`src/rtl/tmlc_pkg.sv`:
```
// Shared types, widths and reset constants for the trimmed-mean level classifier.
// Used by every module of the block; depends on nothing else.
`timescale 1ns / 1ps
`default_nettype none

package tmlc_pkg;

  // Default window length and sample width, handed to the top-level parameters.
  localparam int unsigned DEF_WINDOW_LEN  = 10;
  localparam int unsigned DEF_SAMPLE_BITS = 12;

  // Fixed widths of the accumulator and the result fields.
  localparam int unsigned SUM_BITS      = 16;
  localparam int unsigned AVG_BITS      = 12;
  localparam int unsigned LEVEL_BITS    = 3;
  localparam int unsigned OUT_DATA_BITS = 16;

  // Threshold register file.
  localparam int unsigned THRESH_BITS = 12;
  localparam int unsigned NUM_THRESH  = 5;

  // Configuration port geometry.
  localparam int unsigned APB_ADDR_BITS = 5;
  localparam int unsigned APB_DATA_BITS = 32;
  localparam int unsigned REG_IDX_BITS  = 3;

  // Depth of the queue between the accumulator and the divider.
  localparam int unsigned QUEUE_DEPTH = 2;

  typedef logic [NUM_THRESH-1:0][THRESH_BITS-1:0] threshold_set_t;

  // Reset values, threshold_0 in the lowest slot.
  localparam threshold_set_t THRESH_RESET = {
    12'd2337, 12'd2271, 12'd2175, 12'd2125, 12'd2063
  };

  // Register indexes as seen on the configuration port (address / 4).
  typedef enum logic [REG_IDX_BITS-1:0] {
    REG_THRESHOLD_0 = 3'd0,
    REG_THRESHOLD_1 = 3'd1,
    REG_THRESHOLD_2 = 3'd2,
    REG_THRESHOLD_3 = 3'd3,
    REG_THRESHOLD_4 = 3'd4
  } reg_index_t;

  // One finished window travelling from the accumulator to the queue.
  typedef struct packed {
    logic                valid;
    logic [SUM_BITS-1:0] trimmed;
  } trim_item_t;

endpackage

`default_nettype wire

```
`src/rtl/trimmed_mean_level_classifier_top.sv`:
```
// Top level of the trimmed-mean level classifier.
// Instantiates tmlc_regs, tmlc_front, tmlc_queue and tmlc_back; uses tmlc_pkg.
//
// Usage:
//   Samples enter on the s_axis channel, one per transfer, in the low SAMPLE_BITS
//   of s_axis_tdata. Every WINDOW_LEN samples form a window. The largest and the
//   smallest sample are removed, the rest is divided by WINDOW_LEN-2 with
//   truncation, and one result leaves on the m_axis channel: the average and a
//   charge level 0..5 from compares against the five threshold registers.
//   Thresholds are read and written through the APB-style port at byte
//   addresses 0, 4, 8, 12 and 16; pready is always high.
//
//   Throughput: one sample per cycle while the queue is not full. The accumulators
//   take a sample every such cycle; the divider is a constant-reciprocal multiply,
//   one product per cycle while the output is not stalled. A window's trimmed sum
//   passes through the queue, product register and output register to the result.
//
//   Reset (rst, synchronous) restores the threshold reset values, empties the
//   queue and the pipeline, and restarts the window.
//   When the receiver stalls, the result holds in the output register; three more
//   window results can wait in the product stage and the two-entry queue, and
//   only then does s_axis_tready fall.
`timescale 1ns / 1ps
`default_nettype none

module trimmed_mean_level_classifier_top #(
  parameter int unsigned WINDOW_LEN  = tmlc_pkg::DEF_WINDOW_LEN,
  parameter int unsigned SAMPLE_BITS = tmlc_pkg::DEF_SAMPLE_BITS
) (
  input  wire logic                                   clk,
  input  wire logic                                   rst,
  // Sample stream.
  input  wire logic                                   s_axis_tvalid,
  output logic                                        s_axis_tready,
  input  wire logic [((SAMPLE_BITS+7)/8)*8-1:0]       s_axis_tdata,  // [0+:SAMPLE_BITS] sample
  // Result stream.
  output logic                                        m_axis_tvalid,
  input  wire logic                                   m_axis_tready,
  output logic      [tmlc_pkg::OUT_DATA_BITS-1:0]     m_axis_tdata,  // [11:0] average, [14:12] level
  // Configuration port.
  input  wire logic                                   psel,
  input  wire logic                                   penable,
  input  wire logic                                   pwrite,
  input  wire logic [tmlc_pkg::APB_ADDR_BITS-1:0]     paddr,
  input  wire logic [tmlc_pkg::APB_DATA_BITS-1:0]     pwdata,
  output logic      [tmlc_pkg::APB_DATA_BITS-1:0]     prdata,
  output logic                                        pready
);
  import tmlc_pkg::*;

  threshold_set_t        thresholds;
  trim_item_t            push;
  logic                  queue_full;
  logic                  queue_valid;
  logic                  queue_ready;
  logic [SUM_BITS-1:0]   queue_data;
  logic [AVG_BITS-1:0]   average;
  logic [LEVEL_BITS-1:0] level;

  tmlc_regs u_regs (
    .clk        (clk),
    .rst        (rst),
    .psel       (psel),
    .penable    (penable),
    .pwrite     (pwrite),
    .paddr      (paddr),
    .pwdata     (pwdata),
    .prdata     (prdata),
    .pready     (pready),
    .thresholds (thresholds)
  );

  tmlc_front #(
    .WINDOW_LEN  (WINDOW_LEN),
    .SAMPLE_BITS (SAMPLE_BITS)
  ) u_front (
    .clk        (clk),
    .rst        (rst),
    .in_valid   (s_axis_tvalid),
    .in_ready   (s_axis_tready),
    .sample     (s_axis_tdata[SAMPLE_BITS-1:0]),
    .queue_full (queue_full),
    .push       (push)
  );

  tmlc_queue #(
    .DEPTH (QUEUE_DEPTH)
  ) u_queue (
    .clk       (clk),
    .rst       (rst),
    .push      (push),
    .full      (queue_full),
    .pop_valid (queue_valid),
    .pop_ready (queue_ready),
    .pop_data  (queue_data)
  );

  tmlc_back #(
    .WINDOW_LEN (WINDOW_LEN)
  ) u_back (
    .clk        (clk),
    .rst        (rst),
    .in_valid   (queue_valid),
    .in_ready   (queue_ready),
    .trimmed    (queue_data),
    .thresholds (thresholds),
    .out_valid  (m_axis_tvalid),
    .out_ready  (m_axis_tready),
    .average    (average),
    .level      (level)
  );

  // Pack the result fields, padding bit on top.
  assign m_axis_tdata = OUT_DATA_BITS'({level, average});

endmodule

`default_nettype wire

```
`src/rtl/tmlc_regs.sv`:
```
// Threshold register file behind the APB-style configuration port.
// Depends on tmlc_pkg for widths, register indexes and reset values.
`timescale 1ns / 1ps
`default_nettype none

module tmlc_regs (
  input  wire logic                               clk,
  input  wire logic                               rst,
  input  wire logic                               psel,
  input  wire logic                               penable,
  input  wire logic                               pwrite,
  input  wire logic [tmlc_pkg::APB_ADDR_BITS-1:0] paddr,
  input  wire logic [tmlc_pkg::APB_DATA_BITS-1:0] pwdata,
  output logic      [tmlc_pkg::APB_DATA_BITS-1:0] prdata,
  output logic                                    pready,
  output tmlc_pkg::threshold_set_t                thresholds
);
  import tmlc_pkg::*;

  reg_index_t     reg_idx;
  logic           wr_en;
  threshold_set_t thresholds_next;

  assign pready  = 1'b1;
  assign reg_idx = reg_index_t'(paddr[REG_IDX_BITS+1:2]);
  assign wr_en   = psel && penable && pwrite;

  // Write decode; an index past the last register is ignored.
  always_comb begin
    thresholds_next = thresholds;
    if (wr_en) begin
      unique case (reg_idx)
        REG_THRESHOLD_0: thresholds_next[0] = pwdata[THRESH_BITS-1:0];
        REG_THRESHOLD_1: thresholds_next[1] = pwdata[THRESH_BITS-1:0];
        REG_THRESHOLD_2: thresholds_next[2] = pwdata[THRESH_BITS-1:0];
        REG_THRESHOLD_3: thresholds_next[3] = pwdata[THRESH_BITS-1:0];
        REG_THRESHOLD_4: thresholds_next[4] = pwdata[THRESH_BITS-1:0];
        default:         thresholds_next = thresholds;
      endcase
    end
  end

  always_ff @(posedge clk) begin
    if (rst) begin
      thresholds <= THRESH_RESET;
    end else begin
      thresholds <= thresholds_next;
    end
  end

  // Read mux; unused addresses read as zero.
  always_comb begin
    unique case (reg_idx)
      REG_THRESHOLD_0: prdata = APB_DATA_BITS'(thresholds[0]);
      REG_THRESHOLD_1: prdata = APB_DATA_BITS'(thresholds[1]);
      REG_THRESHOLD_2: prdata = APB_DATA_BITS'(thresholds[2]);
      REG_THRESHOLD_3: prdata = APB_DATA_BITS'(thresholds[3]);
      REG_THRESHOLD_4: prdata = APB_DATA_BITS'(thresholds[4]);
      default:         prdata = '0;
    endcase
  end

endmodule

`default_nettype wire

```
`src/rtl/tmlc_front.sv`:
```
// Front end: accepts samples and keeps the running sum, maximum and minimum.
// On the last sample of a window it hands the trimmed sum on. Uses tmlc_pkg.
`timescale 1ns / 1ps
`default_nettype none

module tmlc_front #(
  parameter int unsigned WINDOW_LEN  = tmlc_pkg::DEF_WINDOW_LEN,
  parameter int unsigned SAMPLE_BITS = tmlc_pkg::DEF_SAMPLE_BITS
) (
  input  wire logic                   clk,
  input  wire logic                   rst,
  input  wire logic                   in_valid,
  output logic                        in_ready,
  input  wire logic [SAMPLE_BITS-1:0] sample,
  input  wire logic                   queue_full,
  output tmlc_pkg::trim_item_t        push
);
  import tmlc_pkg::*;

  localparam int unsigned CNT_BITS = $clog2(WINDOW_LEN);

  logic [CNT_BITS-1:0]    sample_count;
  logic [SUM_BITS-1:0]    running_sum;
  logic [SAMPLE_BITS-1:0] running_max;
  logic [SAMPLE_BITS-1:0] running_min;

  logic [SUM_BITS-1:0]    sum_next;
  logic [SAMPLE_BITS-1:0] max_next;
  logic [SAMPLE_BITS-1:0] min_next;
  logic                   accept;
  logic                   window_end;

  assign in_ready   = !queue_full;
  assign accept     = in_valid && in_ready;
  assign window_end = (sample_count == CNT_BITS'(WINDOW_LEN - 1));

  // Accumulator values including the sample now on the input.
  assign sum_next = running_sum + SUM_BITS'(sample);
  assign max_next = (sample > running_max) ? sample : running_max;
  assign min_next = (sample < running_min) ? sample : running_min;

  // Trimmed sum wraps modulo the accumulator width, like the sum itself.
  assign push.valid   = accept && window_end;
  assign push.trimmed = sum_next - SUM_BITS'(min_next) - SUM_BITS'(max_next);

  always_ff @(posedge clk) begin
    if (rst) begin
      sample_count <= '0;
      running_sum  <= '0;
      running_max  <= '0;
      running_min  <= '1;
    end else if (accept) begin
      if (window_end) begin
        sample_count <= '0;
        running_sum  <= '0;
        running_max  <= '0;
        running_min  <= '1;
      end else begin
        sample_count <= sample_count + 1'b1;
        running_sum  <= sum_next;
        running_max  <= max_next;
        running_min  <= min_next;
      end
    end
  end

endmodule

`default_nettype wire

```
`src/rtl/tmlc_queue.sv`:
```
// Small FIFO of trimmed window sums between the front end and the divider.
// Uses tmlc_pkg for the item type and widths.
`timescale 1ns / 1ps
`default_nettype none

module tmlc_queue #(
  parameter int unsigned DEPTH = tmlc_pkg::QUEUE_DEPTH
) (
  input  wire logic                          clk,
  input  wire logic                          rst,
  input  wire tmlc_pkg::trim_item_t          push,
  output logic                               full,
  output logic                               pop_valid,
  input  wire logic                          pop_ready,
  output logic [tmlc_pkg::SUM_BITS-1:0]      pop_data
);
  import tmlc_pkg::*;

  localparam int unsigned PTR_BITS = (DEPTH > 1) ? $clog2(DEPTH) : 1;
  localparam int unsigned CNT_BITS = $clog2(DEPTH + 1);

  logic [SUM_BITS-1:0] mem [DEPTH];
  logic [PTR_BITS-1:0] wr_ptr;
  logic [PTR_BITS-1:0] rd_ptr;
  logic [CNT_BITS-1:0] count;
  logic                do_push;
  logic                do_pop;

  assign full      = (count == CNT_BITS'(DEPTH));
  assign pop_valid = (count != '0);
  assign pop_data  = mem[rd_ptr];
  assign do_push   = push.valid && !full;
  assign do_pop    = pop_valid && pop_ready;

  // Storage.
  always_ff @(posedge clk) begin
    if (do_push) begin
      mem[wr_ptr] <= push.trimmed;
    end
  end

  // Pointers and fill count.
  always_ff @(posedge clk) begin
    if (rst) begin
      wr_ptr <= '0;
      rd_ptr <= '0;
      count  <= '0;
    end else begin
      if (do_push) begin
        wr_ptr <= (wr_ptr == PTR_BITS'(DEPTH - 1)) ? '0 : wr_ptr + 1'b1;
      end
      if (do_pop) begin
        rd_ptr <= (rd_ptr == PTR_BITS'(DEPTH - 1)) ? '0 : rd_ptr + 1'b1;
      end
      if (do_push && !do_pop) begin
        count <= count + 1'b1;
      end else if (do_pop && !do_push) begin
        count <= count - 1'b1;
      end
    end
  end

endmodule

`default_nettype wire

```
`src/rtl/tmlc_back.sv`:
```
// Back end: divides the trimmed sum by WINDOW_LEN-2 through a reciprocal
// multiply, then classifies the average into a level. Uses tmlc_pkg.
`timescale 1ns / 1ps
`default_nettype none

module tmlc_back #(
  parameter int unsigned WINDOW_LEN = tmlc_pkg::DEF_WINDOW_LEN
) (
  input  wire logic                              clk,
  input  wire logic                              rst,
  input  wire logic                              in_valid,
  output logic                                   in_ready,
  input  wire logic [tmlc_pkg::SUM_BITS-1:0]     trimmed,
  input  wire tmlc_pkg::threshold_set_t          thresholds,
  output logic                                   out_valid,
  input  wire logic                              out_ready,
  output logic      [tmlc_pkg::AVG_BITS-1:0]     average,
  output logic      [tmlc_pkg::LEVEL_BITS-1:0]   level
);
  import tmlc_pkg::*;

  // floor(x / DIV) == (x * RECIP) >> SHIFT for every SUM_BITS-wide x.
  localparam int unsigned     DIV       = WINDOW_LEN - 2;
  localparam int unsigned     SHIFT     = SUM_BITS + $clog2(DIV);
  localparam int unsigned     PROD_BITS = SHIFT + SUM_BITS;
  localparam longint unsigned RECIP     = ((64'd1 << SHIFT) + DIV - 1) / DIV;

  logic                  prod_valid;
  logic [PROD_BITS-1:0]  prod;
  logic                  prod_ready;
  logic [AVG_BITS-1:0]   avg_calc;
  logic [LEVEL_BITS-1:0] level_calc;

  assign prod_ready = !out_valid || out_ready;
  assign in_ready   = !prod_valid || prod_ready;

  // Product stage.
  always_ff @(posedge clk) begin
    if (rst) begin
      prod_valid <= 1'b0;
    end else if (in_ready) begin
      prod_valid <= in_valid;
    end
  end

  always_ff @(posedge clk) begin
    if (in_ready && in_valid) begin
      prod <= PROD_BITS'(trimmed) * PROD_BITS'(RECIP);
    end
  end

  // Quotient masked to the result width, then compared from the top down.
  assign avg_calc = prod[SHIFT +: AVG_BITS];

  always_comb begin
    priority if (avg_calc > thresholds[4]) begin
      level_calc = LEVEL_BITS'(5);
    end else if (avg_calc > thresholds[3]) begin
      level_calc = LEVEL_BITS'(4);
    end else if (avg_calc > thresholds[2]) begin
      level_calc = LEVEL_BITS'(3);
    end else if (avg_calc > thresholds[1]) begin
      level_calc = LEVEL_BITS'(2);
    end else if (avg_calc > thresholds[0]) begin
      level_calc = LEVEL_BITS'(1);
    end else begin
      level_calc = LEVEL_BITS'(0);
    end
  end

  // Output register.
  always_ff @(posedge clk) begin
    if (rst) begin
      out_valid <= 1'b0;
    end else if (prod_ready) begin
      out_valid <= prod_valid;
    end
  end

  always_ff @(posedge clk) begin
    if (prod_ready && prod_valid) begin
      average <= avg_calc;
      level   <= level_calc;
    end
  end

endmodule

`default_nettype wire

```
`config.mk`:
```
export PLATFORM = sky130hd
export DESIGN_NAME = trimmed_mean_level_classifier_top
export DESIGN_NICKNAME = d
export VERILOG_FILES = /design/src/rtl/tmlc_pkg.sv /design/src/rtl/trimmed_mean_level_classifier_top.sv /design/src/rtl/tmlc_regs.sv /design/src/rtl/tmlc_front.sv /design/src/rtl/tmlc_queue.sv /design/src/rtl/tmlc_back.sv
export SDC_FILE = /design/constraint.sdc
export NUM_CORES = 1
export LEC_CHECK = 0
export ABC_AREA = 1
export BUFFER_PORTS_ARGS = -buffer_cell sky130_fd_sc_hd__buf_2
export CAP_MARGIN = 10
export CORE_MARGIN = 3
export CORE_UTILIZATION = 40
export DETAILED_ROUTE_END_ITERATION = 8
export GPL_TIMING_DRIVEN = 0
export PLACE_DENSITY_LB_ADDON = 0.05
export SYNTH_ARGS = -nofsm -noshare
export SYNTH_HDL_FRONTEND = slang
export SYNTH_HIERARCHICAL = 1
export SYNTH_SLANG_ARGS = --single-unit
```
`constraint.sdc`:
```
create_clock -name clk -period 10.9 [get_ports clk]
set_clock_uncertainty 0.1 [all_clocks]
set_input_delay 0.545 -clock clk [delete_from_list [all_inputs] [get_ports clk]]
set_output_delay 0.545 -clock clk [all_outputs]
set_load 0.02 [all_outputs]
```
==> reports/metrics.cfg, run 1 <==
[outcome]
status = complete, no violations

[global_routing]
antenna_found_initial = 0
global_route.usage.total = 0.222
grt_pass1_wl_um = 49600
grt_pass1_vias = 9150
grt_max_degree = 19
grt_overflow_total = 0

[timing]
rsz0062_at_grt = false
hold_ws_ns = 0.236
slew_headroom = 0.256
setup_viol = 0
fin_tns_setup_ns = 0
maxSlewViolCount = 0
fin_crit_ns = 3.95
max_freq_ghz = 0.253
min_period_over_period = 0.362
hold_violations = 0
tightest_slew_ns = 1.11
layout_setup_ws_ns = 6.95

[critical_path]
critical_path.cell_chain = inv_1 > ha_1 > nand2_1 > inv_2 > nand3_1 > nor2_1 > nand4_1 > nand2_1 > buf_4 > nand2_1 > nand2_1 > fa_1 > ha_1 > nand3b_1 > nand2_1 > a21boi_1 > o21ai_0 > a21oi_1 > xnor2_1
worstSetupPathType = flop to flop
start_kind = flop
crit_family = adder cells
slowest_delay_ns = 0.41
arrival_ns = 4.06
cp.required_ns = 11.01
cp-end-kind = flop
timing.critical_path.from = u_front/running_min[11]
reg2reg_from = u_front/running_min[11]
crit_path_max_fanout = 10
crit_top_cell = nand2_1
worst_path_max_delay_cell = fa_1
path_buf_inv = 3

[cells_and_area]
area_growth_pct = 12.8
drive_above_1_share = 0.134
n_antenna_cell = 0
num-fill-cells = 2763
fin_nets = 1764
multi_input_area_um2 = 6070
final_core_util = 0.467
area.sequential_um2 = 3730

[route]
wl_met3_um = 936
route.met2.wl_um = 16300
met1_length_um = 13800
drt_iter0_markers = 565
drc_errors = 0
first_pass_iters = 6
routed_via_density = 4.90
vias = 9458
ant_nets = 0
wirelength_um = 32200
wl_per_cell_um = 16.7
routed.top_layer = met4

[die]
die_h_um = 172
num_rows = 59
dieWidth_um = 172
top_level_ports = 111
coreArea_um2 = 26500
dieArea_um2 = 29400
initial_utilization = 0.414

[clocking]
cts_tree = yes
cts_resized = 0
post_cts_buffers = 0
cts.sinks = 161
cts_inserted_buffers = 17
htreeDepth = 4
ctsRootBufferMaster = clkbuf_16
clkTransAtPathRegs_ns = 0.08
cts_buffer_depth = 2
worstSkewPairLatency_ns = 0.43
postCtsHoldBufs = 0

[flow_run]
cap_violations = 0

[synth]
syn_area_um2 = 11000
synthCells = 1483
synth.avg_cell_area_um2 = 7.40
yosys_warnings = 6

[power]
leakagePower_nw = 6.28
ir_worst_vdd_mv = 0.115
power_mw = 2.87
p_per_area_nw_per_um2 = 232

[worst_hold_path]
hold_path_class = input pin to flop
hp-start = pwdata[7]

[placed_design]
port-buffer-count = 61
dpl.hpwl_um = 25200
pre_cts_ws_ns = 6.60
gp_congestion = 0.876

-- metrics by stage --
step                      area (µm²)  cells
after floorplan                11000   1502
after global placement         11800   1898
after detailed placement       11800   1898
after CTS                      12400   1930
after global routing           12400   1930
final                          12400   1930
-- worst reg2reg max path, delay by kind of cell, from the launching register on --
family,cells,cell delay (ns)
AOI/OAI and AO/OA,3,0.52
DFF,1,0.33
adders and majority gates,3,1.09
and+or+nand+nor,9,1.08
xor gates and xnor gates,1,0.30
buffers and inverters,3,0.31
-- flip-flops by register name, indices dropped and copies added, names as in the netlist, named ones only --
signal,flops
u_regs/thresholds,60
u_queue/mem,24
u_front/running_sum,15
u_back/average,12
u_back/prod,12
u_front/running_max,12
u_front/running_min,12
u_front/sample_count,4
u_back/level,3
u_queue/count,2
u_back/out_valid,1
u_back/prod_valid,1
u_queue/rd_ptr,1
u_queue/wr_ptr,1
-- power by group --
part           switching [mW]  internal [mW]  leakage [nW]  total (mW)
registers              0.0798          0.812          1.37       0.892
logic                   0.851          0.505          4.61        1.36
clock network           0.299          0.322         0.296       0.621
-- path summary, 6_finish.rpt --
kind / to / slack [ns] / cells past startpoint
setup / recovery: u_queue/mem[1][10] / 6.95 / 19
hold / removal: u_regs/thresholds[43] / 0.24 / 3
hold reg to reg: u_front/running_max[8] / 0.36 / 2
setup reg to reg: u_queue/mem[1][10] / 6.95 / 19
-- layout make-up --
class / count / area share
Inverter: 220 / 0.0668
Sequential cell: 161 / 0.302
Tap cell: 335 / 0.0339
Buffer: 64 / 0.0331
Multi-Input combinational cell: 1057 / 0.491
Timing Repair Buffer: 61 / 0.0247
Clock buffer: 18 / 0.0364
Clock inverter: 14 / 0.0123
-- per-layer routing --
metal,vias up,global-route usage
li1,4907,-
met1,4340,0.264
met2,169,0.407
met3,42,0.0285
met4,0,0.0864
met5,-,0
-- cell usage in the layout, fill, tap and decap left out, drive strengths merged, types with 5 or more instances in the layout --
master	instances
nand4	17
fa	13
ha	109
clkbuf	31
nand3	165
mux2	12
xnor2	8
nor2	143
inv	228
nor3	6
xor2	14
a21oi	93
edfxtp	51
clkinv	6
nand2	410
conb	22
o21ai	22
dfxtp	110
buf	112
and2	5
No activity file was read; power rests on OpenSTA's default activity.
==> run 2: changes to the inputs <==
Settings changed: ABC_AREA 1 to 0.
Clock period 10.9 ns to 3.5 ns, I/O delays scaled along.
==> run 2 against run 1 <==
Compared with the run above: synthesized cell count shrank 26%; non-clock buffer count up 62; largest power group unchanged; via count down 12%; the run now ends with setup timing left; sequential cell count unchanged; fmax shrank 4.7%; register-to-register slack got worse by 7.6 ns; sequential share of layout area down 1.8 points; count of clock-buffer cells in the layout stayed put; synthesized area shrank 4.3%; die area down 4.2%; highest routed layer unchanged; clock power grew to 3.3 times the previous value.
==> reports/metrics.cfg, run 2 <==
[critical_path]
arrival_ns = 4.21  ; was 4.06 ns
cp.required_ns = 3.56  ; was 11.01 ns
cp-end-kind = flop  ; unchanged
worst_path_max_delay_cell = fa_1  ; unchanged
worstSetupPathType = flop to flop  ; unchanged
critical_path.cell_chain = inv_2 > ha_4 > a21o_1 > a21oi_2 > nor2b_1 > o21a_1 > buf_4 > o21bai_4 > buf_8 > a21oi_2 > a21oi_4 > fa_1 > ha_4 > nor2b_4 > o31a_1 > a221oi_4 > buf_6 > nor2_4 > nor4_2 > nor2_1  ; was inv_1 > ha_1 > nand2_1 > inv_2 > nand3_1 > nor2_1 > nand4_1 > nand2_1 > buf_4 > nand2_1 > nand2_1 > fa_1 > ha_1 > nand3b_1 > nand2_1 > a21boi_1 > o21ai_0 > a21oi_1 > xnor2_1
start_kind = flop  ; unchanged
crit_path_max_fanout = 10  ; unchanged
slowest_delay_ns = 0.48  ; was 0.41 ns

[synth]
yosys_warnings = 6  ; unchanged
syn_area_um2 = 10500  ; was 11000 µm²
synth.avg_cell_area_um2 = 9.55  ; was 7.40 µm²
synthCells = 1098  ; was 1483

[global_routing]
global_route.usage.total = 0.214  ; was 0.222
grt_pass1_vias = 8241  ; was 9150
antenna_found_initial = 0  ; unchanged
grt_overflow_total = 0  ; unchanged
grt_pass1_wl_um = 46600  ; was 49600 µm
grt_max_degree = 17  ; was 19

[cells_and_area]
drive_above_1_share = 0.263  ; was 0.134
n_antenna_cell = 0  ; unchanged
final_core_util = 0.517  ; was 0.467
final_cell_area_um2 = 13200  ; was 12400 µm²
final_cell_mix = dfxtp_1 (103), ha_1 (94), inv_1 (91)  ; was nand2_1 (388), inv_1 (210), nand3_1 (160)
largest_register_ffs = 60  ; unchanged
area_growth_pct = 25.5  ; was 12.8%
area.sequential_um2 = 3740  ; was 3730 µm²
final_common_cell = dfxtp_1  ; was nand2_1
final_cells = 1600  ; was 1930
multi_input_area_um2 = 6750  ; was 6070 µm²
reg.largest.list = u_regs/thresholds (60), u_queue/mem (24), u_front/running_sum (15)  ; unchanged
fin_nets = 1439  ; was 1764
top_register = u_regs/thresholds  ; unchanged
num-fill-cells = 2387  ; was 2763

[die]
initial_utilization = 0.412  ; was 0.414
dieArea_um2 = 28200  ; was 29400 µm²
top_level_ports = 111  ; unchanged
die_h_um = 168  ; was 172 µm
dieWidth_um = 168  ; was 172 µm
num_rows = 58  ; was 59
coreArea_um2 = 25500  ; was 26500 µm²

[route]
ant_nets = 0  ; unchanged
drt_iter0_markers = 436  ; was 565
wirelength_um = 30500  ; was 32200 µm
drc_errors = 0  ; unchanged
vias = 8363  ; was 9458
first_pass_iters = 5  ; was 6
wl_per_cell_um = 19.1  ; was 16.7 µm
routed_via_density = 5.23  ; was 4.90

[flow_run]
cap_violations = 0  ; unchanged

[power]
p_per_area_nw_per_um2 = 759  ; was 232 nW/µm²
ir_worst_vdd_mv = 0.515  ; was 0.115 mV
power_mw = 9.99  ; was 2.87 mW
leakagePower_nw = 5.89  ; was 6.28 nW

[clocking]
clkTransAtPathRegs_ns = 0.08  ; about the same
cts_buffer_depth = 2  ; unchanged
ctsRootBufferMaster = clkbuf_16  ; unchanged
cts_tree = yes  ; unchanged
cts.sinks = 161  ; unchanged
cts_inserted_buffers = 17  ; unchanged
htreeDepth = 4  ; unchanged
worstSkewPairLatency_ns = 0.42  ; was 0.43 ns

[timing]
setup_viol = 22  ; was 0
hold_violations = 0  ; unchanged
slew_headroom = 0.545  ; was 0.256
rsz0062_at_grt = true  ; was false
max_freq_ghz = 0.241  ; was 0.253 GHz
fin_crit_ns = 4.14  ; was 3.95 ns
tightest_slew_ns = 0.681  ; was 1.11 ns
layout_setup_ws_ns = -0.643  ; was 6.95 ns
min_period_over_period = 1.18  ; was 0.362
maxSlewViolCount = 0  ; unchanged

[outcome]
violations = setup timing
status = complete, but fails checks  ; was complete, no violations

[worst_hold_path]
hold_path_class = input pin to flop  ; unchanged

[placed_design]
dpl_cell_area_um2 = 11500  ; was 11800 µm²
port-buffer-count = 62  ; was 61
place_inst = 1510  ; was 1898
gp_congestion = 0.844  ; was 0.876
dpl.hpwl_um = 22400  ; was 25200 µm

[run 2: cell count changes in the layout (fill, tap and decap cells not counted), sizes merged, moves of 14 or more]
| cell | previous run | this run |
|---|---|---|
| nor2b | 0 | 24 |
| mux2i | 0 | 77 |
| o21ai | 22 | 51 |
| a31oi | 3 | 17 |
| nand2b | 0 | 40 |
| a21o | 4 | 33 |
| inv | 228 | 104 |
| nor4 | 0 | 14 |
| buf | 112 | 156 |
| nor2 | 143 | 90 |
| nand3 | 165 | 15 |
| nand2 | 410 | 24 |
[run 2: path summary, 6_finish.rpt]
| path | slack [ns] | end | cells past startpoint | start |
|---|---|---|---|---|
| worst max-delay path | -0.64 | u_queue/mem[1][10] | 20 | u_front/running_min[5] |
| worst min-delay path | 0.04 | u_regs/thresholds[21] | 3 | pwdata[9] |
| worst max register to register | -0.64 | u_queue/mem[1][10] | 20 | u_front/running_min[5] |
| worst min register to register | 0.36 | u_front/running_sum[0] | 2 | u_front/running_sum[0] |
[run 2: report_power, final]
group          total, mW  internal, mW  switching, mW
combinational       5.36          2.60           2.76
sequential          2.60          2.42          0.178
clock               2.03          1.17          0.860
[run 2: repair_timing]
action                                 in CTS  in global routing
pin swaps                                  40                 50
buffers inserted                           26                 22
endpoints found under the hold margin      36                  0
setup endpoints to repair                  24                 24
resized for setup                          73                 48
cloned                                      1                  0
hold buffers                               12                  0
[run 2: cell type report]
type	instances	area share
multi-input combinational	795	0.512
sequential	161	0.284
timing repair buffer	122	0.0629
buffer	65	0.0343
clock buffer	18	0.0333
tap	330	0.0314
inverter	95	0.0271
clock inverter	14	0.0144
[run 2: worst max-delay path: cells and delay by family, from the launching register on]
kind            cells  cell delay [ns]
buf+inv             4             0.52
simple gates        5             0.53
compound gates      8             1.45
fa+ha+maj           3             0.96
flops               1             0.34
[run 2: per-stage QoR]
| step | TNS [ns] | hold slack (ns) | worst slack (ns) |
|---|---|---|---|
| 6_report | -10.51 | 0.0358 | -0.643 |
| 5_1_grt | -12.95 | 0.0141 | -0.787 |
| 4_1_cts | -10.94 | 0.0172 | -0.724 |
| 3_5_place_dp | -17.89 | 0.355 | -1.19 |
| 3_3_place_gp | -17.61 | 0.343 | -1.17 |
| 2_1_floorplan | -4.09 | 0.144 | -0.423 |
[run 2: routing by layer]
layer / global-route usage / share of wire
met5: 0 / 0
met4: 0.0761 / 0.032
met3: 0.0324 / 0.030
met2: 0.374 / 0.50
met1: 0.267 / 0.44
==> run 3: changes to the inputs <==
Settings changed: CORE_UTILIZATION 40 to 50, CTS_CLUSTER_SIZE set to 14.
==> run 3 against run 2 <==
Compared with the run above: the flow still finishes with violations (setup timing); utilization increased by 11 points; sequential cell count unchanged; sequential share of layout area up 0.65 points; combinational power decreased by 7.3%; global-route usage is 4.3 points higher; total power fell by 5.7%; register-to-register slack about the same; sequential power hardly changed; design area is 2.3% lower; critical path type unchanged; largest cell class unchanged; highest routed layer unchanged.
==> reports/metrics.cfg, run 3 (synthesis results as in run 2) <==
[power]
clockPowerShare = 0.198  ; was 0.203
ir_worst_vdd_mv = 0.506  ; was 0.515 mV
p_seq_frac = 0.275  ; was 0.260
p_per_area_nw_per_um2 = 732  ; was 759 nW/µm²
p_sw_mw = 3.66  ; was 3.80 mW
leakagePower_nw = 5.81  ; was 5.89 nW
swShare = 0.388  ; was 0.380
p_comb_frac = 0.527  ; was 0.537
intPower_mw = 5.76  ; was 6.19 mW

[die]
initial_utilization = 0.514  ; was 0.412
dieWidth_um = 151  ; was 168 µm
coreArea_um2 = 20400  ; was 25500 µm²
dieArea_um2 = 22800  ; was 28200 µm²
num_rows = 52  ; was 58
top_level_ports = 111  ; unchanged
die_h_um = 151  ; was 168 µm

[timing]
slew_headroom = 0.530  ; was 0.545
setup_viol = 22  ; unchanged
hold_ws_ns = 0.0191  ; was 0.0358 ns
tightest_slew_ns = 0.703  ; was 0.681 ns
layout_setup_ws_ns = -0.658  ; was -0.643 ns
min_period_over_period = 1.19  ; was 1.18
max_freq_ghz = 0.241  ; about the same
fin_crit_ns = 4.16  ; was 4.14 ns
hold_violations = 0  ; unchanged
maxSlewViolCount = 0  ; unchanged
rsz0062_at_grt = true  ; unchanged

[cells_and_area]
drive_above_1_share = 0.252  ; was 0.263
final_common_cell = dfxtp_1  ; unchanged
area_growth_pct = 22.6  ; was 25.5%
top_register = u_regs/thresholds  ; unchanged
largest_register_ffs = 60  ; unchanged
final_cell_area_um2 = 12900  ; was 13200 µm²
final_cell_mix = dfxtp_1 (105), ha_1 (95), inv_1 (91)  ; was dfxtp_1 (103), ha_1 (94), inv_1 (91)
n_antenna_cell = 0  ; unchanged
reg.largest.list = u_regs/thresholds (60), u_queue/mem (24), u_front/running_sum (15)  ; unchanged
fin_nets = 1429  ; was 1439
final_core_util = 0.630  ; was 0.517

[placed_design]
dpl.hpwl_um = 21000  ; was 22400 µm
pre_cts_ws_ns = -0.955  ; was -1.19 ns
dpl_cell_area_um2 = 11400  ; was 11500 µm²
gp_congestion = 0.890  ; was 0.844
port-buffer-count = 62  ; unchanged

[route]
drt_iter0_markers = 475  ; was 436
ant_nets = 0  ; unchanged
vias = 8453  ; was 8363
routed_via_density = 5.52  ; was 5.23
wirelength_um = 28900  ; was 30500 µm
first_pass_iters = 5  ; unchanged
drc_errors = 0  ; unchanged
wl_per_cell_um = 18.9  ; was 19.1 µm

[worst_hold_path]
hold_path_class = input pin to flop  ; unchanged
hp-start = pwdata[10]  ; was pwdata[9]

[critical_path]
worstSetupPathType = flop to flop  ; unchanged
reg2reg_from = u_front/running_min[1]  ; was u_front/running_min[5]
crit_path_max_fanout = 6  ; was 10
rrSetupSlack_ns = -0.66  ; was -0.64 ns
arrival_ns = 4.21  ; about the same
timing.critical_path.from = u_front/running_min[1]  ; was u_front/running_min[5]
cp-end-kind = flop  ; unchanged
cp.required_ns = 3.55  ; was 3.56 ns
start_kind = flop  ; unchanged

[global_routing]
antenna_found_initial = 0  ; unchanged
grt_overflow_total = 0  ; unchanged
global_route.usage.total = 0.257  ; was 0.214
grt_max_degree = 19  ; was 17
grt_pass1_vias = 8365  ; was 8241
grt_pass1_wl_um = 44800  ; was 46600 µm

[clocking]
cts.sinks = 161  ; unchanged
ctsRootBufferMaster = clkbuf_16  ; unchanged
cts_inserted_buffers = 17  ; unchanged
worstSkewPairLatency_ns = 0.43  ; was 0.42 ns
htreeDepth = 4  ; unchanged
cts_buffer_depth = 2  ; unchanged
clkTransAtPathRegs_ns = 0.08  ; about the same
cts_tree = yes  ; unchanged

[outcome]
violations = setup timing  ; unchanged
status = complete, but fails checks  ; unchanged

[flow_run]
cap_violations = 0  ; unchanged

run 3: cell types whose count changed in the layout (fill, tap and decap cells not counted), moves of 4 or more:
cell     before  now
a21oi_2      23   27
a21oi_4      13    7
buf_4        63   58
buf_6        16   10
run 3: stage by stage:
| step | TNS (ns) | instances | power, mW |
|---|---|---|---|
| 2_1_floorplan | -4.09 | 1117 | 5.31 |
| 3_3_place_gp | -14.64 | 1449 | 6.14 |
| 3_5_place_dp | -14.07 | 1449 | 6.19 |
| 4_1_cts | -9.56 | 1521 | 9.04 |
| 5_1_grt | -13.59 | 1530 | 10.0 |
| 6_report | -10.15 | 1530 | 9.42 |
run 3: layout make-up:
cell class	count	area [µm²]
tap	270	338
inverter	95	359
fill	1772	7560
clock buffer	17	425
timing repair buffer	111	721
multi-input combinational	795	6670
sequential	161	3740
clock inverter	15	164
buffer	66	453
run 3: final timing paths:
| check | to | depth (start not counted) |
|---|---|---|
| min | u_regs/thresholds[22] | 3 |
| min reg2reg | u_front/running_max[1] | 1 |
| max reg2reg | u_queue/mem[1][14] | 18 |
| max | u_queue/mem[1][14] | 18 |
run 3: power groups by stage:
stage                     sequential (mW)  combinational [mW]  clock, mW
after global routing                 2.62                5.41       1.98
after CTS                            2.60                4.54       1.91
after floorplan                      2.65                2.65          0
after detailed placement             2.64                3.55          0
after global placement               2.63                3.50          0
final                                2.59                4.97       1.87
run 3: routing by layer:
layer / vias up / track usage / routed length [µm]
met5: - / 0 / 0
met3: 58 / 0.0392 / 1390
met1: 3971 / 0.314 / 12000
li1: 4181 / - / -
met2: 243 / 0.448 / 14300
met4: 0 / 0.113 / 1130
run 3: repair_timing:
action                     CTS  global route
hold endpoints to repair    43             0
hold buffers                11             0
pin swaps                   36            31
gates resized for setup     70            31
setup endpoints to repair   22            24
buffers inserted            27            10
cloned                       2             0
run 3: critical path, stage by stage, from the launching register on:
cell and delay [ns]:
dfxtp_2 0.34, inv_2 0.05, ha_4 0.25, a21o_1 0.12, a21o_1 0.16, a21oi_4 0.08
o41a_1 0.47, buf_6 0.16, buf_6 0.13, a21oi_1 0.23, a21oi_2 0.08, fa_1 0.55
ha_2 0.32, and2_1 0.19, o21ai_1 0.15, o21ai_2 0.09, nand3_1 0.09, nand3_2 0.10
xor2_2 0.24
